## src/hw/rtl/npts_pkg.sv

```systemverilog
// ----------------------------------------------------------------------------
// npts_pkg
// Shared types and constants for the nearest point to segment search.
// ----------------------------------------------------------------------------
package npts_pkg;

    // Configuration register indexes
    localparam logic [1:0] REG_POINT_COUNT  = 2'd0;
    localparam logic [1:0] REG_SEARCH_LIMIT = 2'd1;

    localparam logic [30:0] DEFAULT_LIMIT = 31'd100000;

    // Widest stored index the tags carry
    localparam int IDX_BITS = 16;

    typedef enum logic [2:0] {
        ST_IDLE,
        ST_SETUP1,
        ST_SETUP2,
        ST_SETUP3,
        ST_SEED,
        ST_SCAN,
        ST_DRAIN,
        ST_FINISH
    } npts_state_t;

    // Item tag that travels with every entry of the distance pipeline
    typedef struct packed {
        logic                  valid;
        logic                  init;
        logic [IDX_BITS-1:0]   index;
        logic signed [31:0]    x;
        logic signed [31:0]    y;
    } npts_tag_t;

endpackage

```

## src/hw/rtl/npts_mac_cell.sv

```systemverilog
// ----------------------------------------------------------------------------
// npts_mac_cell
// One cell of the 64x64 multiplier chain: adds one 32x32 partial product
// into the running sum and hands operands and sum to the next cell.
// ----------------------------------------------------------------------------
module npts_mac_cell #(
    parameter int STEP = 0
) (
    input  logic                clk,
    input  logic                rst_n,
    input  npts_pkg::npts_tag_t in_tag,
    input  logic [63:0]         in_m,
    input  logic [63:0]         in_k,
    input  logic [127:0]        in_acc,
    output npts_pkg::npts_tag_t out_tag,
    output logic [63:0]         out_m,
    output logic [63:0]         out_k,
    output logic [127:0]        out_acc
);

    localparam int MI    = STEP / 2;
    localparam int KI    = STEP % 2;
    localparam int SHIFT = 32 * (MI + KI);

    logic [31:0]  m_half;
    logic [31:0]  k_half;
    logic [63:0]  pp;
    logic [127:0] acc_next;
    logic         valid_reg;
    npts_pkg::npts_tag_t tag_reg;

    // Pick the halves of this cell and accumulate
    assign m_half   = in_m[32*MI +: 32];
    assign k_half   = in_k[32*KI +: 32];
    assign pp       = m_half * k_half;
    assign acc_next = in_acc + (128'(pp) << SHIFT);

    // Hold the valid bit under reset
    always_ff @(posedge clk or negedge rst_n)
    begin
        if (!rst_n)
        begin
            valid_reg <= 1'b0;
        end
        else
        begin
            valid_reg <= in_tag.valid;
        end
    end

    // Advance payload
    always_ff @(posedge clk)
    begin
        tag_reg <= in_tag;
        out_m   <= in_m;
        out_k   <= in_k;
        out_acc <= acc_next;
    end

    always_comb
    begin
        out_tag       = tag_reg;
        out_tag.valid = valid_reg;
    end

endmodule

```

## config.mk

```make
export PLATFORM = sky130hd
export DESIGN_NAME = npts_mac_cell
export DESIGN_NICKNAME = d
export VERILOG_FILES = /design/src/hw/rtl/npts_pkg.sv /design/src/hw/rtl/npts_mac_cell.sv
export SDC_FILE = /design/constraint.sdc
export NUM_CORES = 2
export LEC_CHECK = 0
export ABC_AREA = 1
export BUFFER_PORTS_ARGS = -buffer_cell sky130_fd_sc_hd__buf_4
export CAP_MARGIN = 5
export CORE_MARGIN = 4
export CORE_UTILIZATION = 35
export DETAILED_ROUTE_END_ITERATION = 8
export GPL_TIMING_DRIVEN = 0
export PLACE_DENSITY_LB_ADDON = 0.3
export SLEW_MARGIN = 20
export SYNTH_ARGS = -nofsm -noshare
export SYNTH_HDL_FRONTEND = slang
export SYNTH_SLANG_ARGS = --single-unit
export TNS_END_PERCENT = 1
```

## constraint.sdc

```tcl
create_clock -name clk -period 0.8 [get_ports clk]
set_input_delay 0.16 -clock clk [delete_from_list [all_inputs] [get_ports clk]]
set_output_delay 0.16 -clock clk [all_outputs]
set_load 0.005 [all_outputs]
```

==> flow_summary_export.csv <==
group,metric,value,unit
timing,rsz0062_at_grt,"yes",
layout,nNetsFinal,8976,
yosys,ys_seq_elements,338,
clock_tree,htree_levels,2,
routing,wirelength,213000,microns
critical_path,slowest_stage,"fa_1",
critical_path,arrival,6.71,ns
timing,max_freq,161,MHz
clock_tree,cts_made_buffers,40,
die,initial_core_util,35.2,%
placement,dpl.hpwl,180000,microns
status,status,"complete, but fails checks",
die,fp.dieH,379,microns
layout,largest_register_ffs,128,
clock_tree,clock_tree.buffer_depth,3,
hold_path,min-delay-start,"in_acc[0]",
layout,final-seq-area,0.00677,sq mm
timing,hold_slack,-0.165,ns
yosys,synth_area_leader_cell,"fa_1",
hold_path,hold_path_depth,2,
critical_path,cp-start-kind,"input pin",
clock_tree,clkTransAtPathRegs,0.06,ns
critical_path,path_common_cell,"fa_1",
timing,worstMarginPinSlew,0.949,ns
placement,port_buffers,677,
hold_path,hp-class,"input pin to flop",
global_routing,grt_pass1_vias,45042,
clock_tree,cts-root-buf,"clkbuf_16",
die,die_w,379,microns
timing,period_minus_slack,6.22,ns
critical_path,path_max_fanout,10,
die,design.die.area,0.144,sq mm
critical_path,end_kind,"flop",
clock_tree,clock-sinks,338,
routing,drt_iter0_drc,3566,
timing,finalSetupViolCount,466,
layout,top_register,"out_acc",
global_routing,grt_overflow,0,
layout,final_layout_size_suffix_gt1_share,19.6,%
layout,n_fill_cell,13395,
critical_path,crit_path_cell_trace,"buf_4 > clkbuf_2 > nand2_1 > fa_1 > inv_1 > fa_1 > fa_1 > fa_1 > fa_1 > fa_1 > fa_1 > ha_1 > ha_2 > nand2_1 > inv_1 > nand2_1 > nand2_1 > a21oi_4 > nor2_1 > nor2_1 > nand3_4 > buf_12 > xor2_2",
yosys,synthesis.area,0.0483,sq mm
timing,worst_slack,-5.42,ns
routing,vias_per_cell,4.70,
routing,wl_per_cell,23.0,microns
routing,antenna_left,0,
global_routing,antenna_found_initial,19,
routing,firstDrtPassIters,5,
status,failed_checks,"hold timing, setup timing",
placement,finalWeightedCongestion,0.996,
global_routing,grt_pass1_wl,305000,microns
die,core-area,0.137,sq mm
timing,slew_headroom,36.1,%
critical_path,cp.required,1.30,ns
critical_path,setup.worst_path.class,"input pin to flop",
hold_path,min_to,"out_acc[0]",
yosys,synth.area.top_cells,"fa_1 40%, inv_1 15%, nand2_1 15%",
die,ios,678,
yosys,syn_inst,6312,
yosys,syn_area_per_cell,7.65,sq um
timing,finalHoldViolations,2,
layout,areaGrowthSynthToFinish,34.9,%
clock_tree,tritoncts,"done",
critical_path,max_stage_delay,0.64,ns
global_routing,grt_usage,29.5,%
layout,multi_input_area,0.0349,sq mm
die,fp-row-count,136,
yosys,synth_cell_types,32,
routing,vias,43469,
placement,dpl.cell_count,8783,
timing,drv_slew,0,
layout,finalNonFillerCells,9244,
timing,fin_crit_sh,777,%
global_routing,grt_max_degree,15,
yosys,synth_top_area_share,39.9,%
routing,drc,0,
yosys,synth_fp_nets,7873,
run,drv_cap,0,
yosys,ys_seq_area_share,14.0,%
yosys,ys_warn_count,0,
-- cell usage after synthesis --
cell and n:
nor3_1 45, clkbuf_1 192, nor2_2 26, clkinv_1 1
nand3_1 103, nor3_4 1, o21ai_0 15, buf_4 1
xor2_1 63, o21bai_2 1, or2_1 2, nor2_4 2
dfxtp_1 337, nand3b_1 3, o21bai_1 11, nand2_1 1936
nand2_2 23, nand4_1 34, and2_1 3, nor4_1 3
dfrtp_1 1, a21oi_1 49, inv_1 1984, nor2_1 193
inv_2 15, o21ai_1 3, o21ai_2 3, nor3_2 21
fa_1 962, ha_1 259, nand3_2 19, nor4_2 1
-- critical path, delay by kind of cell --
kind | cells | cell delay, ns
adder cells (fa/ha/maj) | 9 | 4.37
AND/OR/NAND/NOR | 7 | 0.99
buffers and inverters | 5 | 0.69
AO/OA/AOI/OAI | 1 | 0.25
XOR/XNOR | 1 | 0.22
-- metrics by stage --
stage / TNS [ns] / hold slack (ns) / setup slack (ns) / area, sq um / util (%)
final: -771.94 / -0.165 / -5.42 / 65100 / 47.4
after global routing: -810.81 / -0.198 / -5.55 / 65100 / 47.4
after CTS: -777.36 / -0.221 / -5.31 / 64700 / 47.1
after detailed placement: -826.84 / -0.0521 / -7.09 / 56200 / 40.9
after global placement: -835.64 / -0.0524 / -7.17 / 56200 / 40.9
after floorplan: -609.18 / -0.136 / -5.11 / 48900 / -
-- layout make-up --
| type | count | share of cell area (%) |
|---|---|---|
| clock buffer | 50 | 1.70 |
| sequential | 338 | 10.4 |
| inverter | 2000 | 11.5 |
| tap | 1794 | 3.45 |
| timing repair buffer | 1061 | 13.9 |
| buffer | 193 | 5.01 |
| antenna | 4 | 0.0154 |
| clock inverter | 23 | 0.434 |
| multi-input combinational | 3781 | 53.5 |
-- timing repair --
item                       CTS  global route
setup endpoints to repair  466           466
hold buffers               271             1
gates resized for setup    794            74
pin swaps                  133            67
hold endpoints to repair   273             3
gates cloned                 1             0
buffers inserted            90            21
-- cells by family after synthesis --
| logic type | Yosys count | synth area share [%] |
|---|---|---|
| compound gates | 82 | 0.943 |
| buf+inv | 2193 | 17.1 |
| simple gates | 2415 | 20.2 |
| xor+xnor | 63 | 1.14 |
| flops | 338 | 14.0 |
| fa+ha+maj | 1221 | 46.6 |
-- how the worst max path moves through the flow --
| stage | start | cells after the start | slack, ns | to |
|---|---|---|---|---|
| finish | in_m[16] | 23 | -5.42 | out_acc[57] |
| global route | in_k[14] | 28 | -5.55 | out_acc[81] |
| CTS | in_k[31] | 28 | -5.31 | out_acc[113] |
| detailed placement | in_k[13] | 26 | -7.09 | out_acc[51] |
| global placement | in_k[13] | 26 | -7.17 | out_acc[47] |
| floorplan | in_k[22] | 29 | -5.11 | out_acc[108] |
-- layer usage --
metal  vias to the layer above  track usage [%]  wire length, microns
met4                        10             16.8                 15300
li1                      19677                -                     -
met5                         -                0                    60
met3                       496             7.07                 19400
met1                     21273             37.6                 83200
met2                      2013             46.0                 94800
-- cell usage in the layout, fill, tap and decap left out, types with 7 or more instances in the layout --
master and n:
nand3_1 99, nand3_4 16, nor3_2 26, ha_4 24, nor2_4 28, buf_6 21, o21ai_1 7, a21oi_2 15
ha_2 12, fa_1 931, buf_12 21, clkinvlp_4 8, nand4_1 34, clkbuf_4 24, clkbuf_1 8, xor2_2 17
buf_4 738, clkbuf_8 69, fa_2 31, xor2_1 44, dlygate4sd3_1 272, dfxtp_1 337, clkbuf_2 11, nor2_2 36
nor2_1 157, inv_2 49, nand2_4 34, a21oi_1 28, buf_8 14, nand2_1 1828, o21bai_1 10, o21ai_0 11
nand3_2 7, nor3_1 38, nand2_2 95, clkbuf_16 123, ha_1 223, inv_1 1950
Power is left out: the tool's default activity adds up to more than one toggle a clock period on the data nets, which glitch-free logic cannot reach.
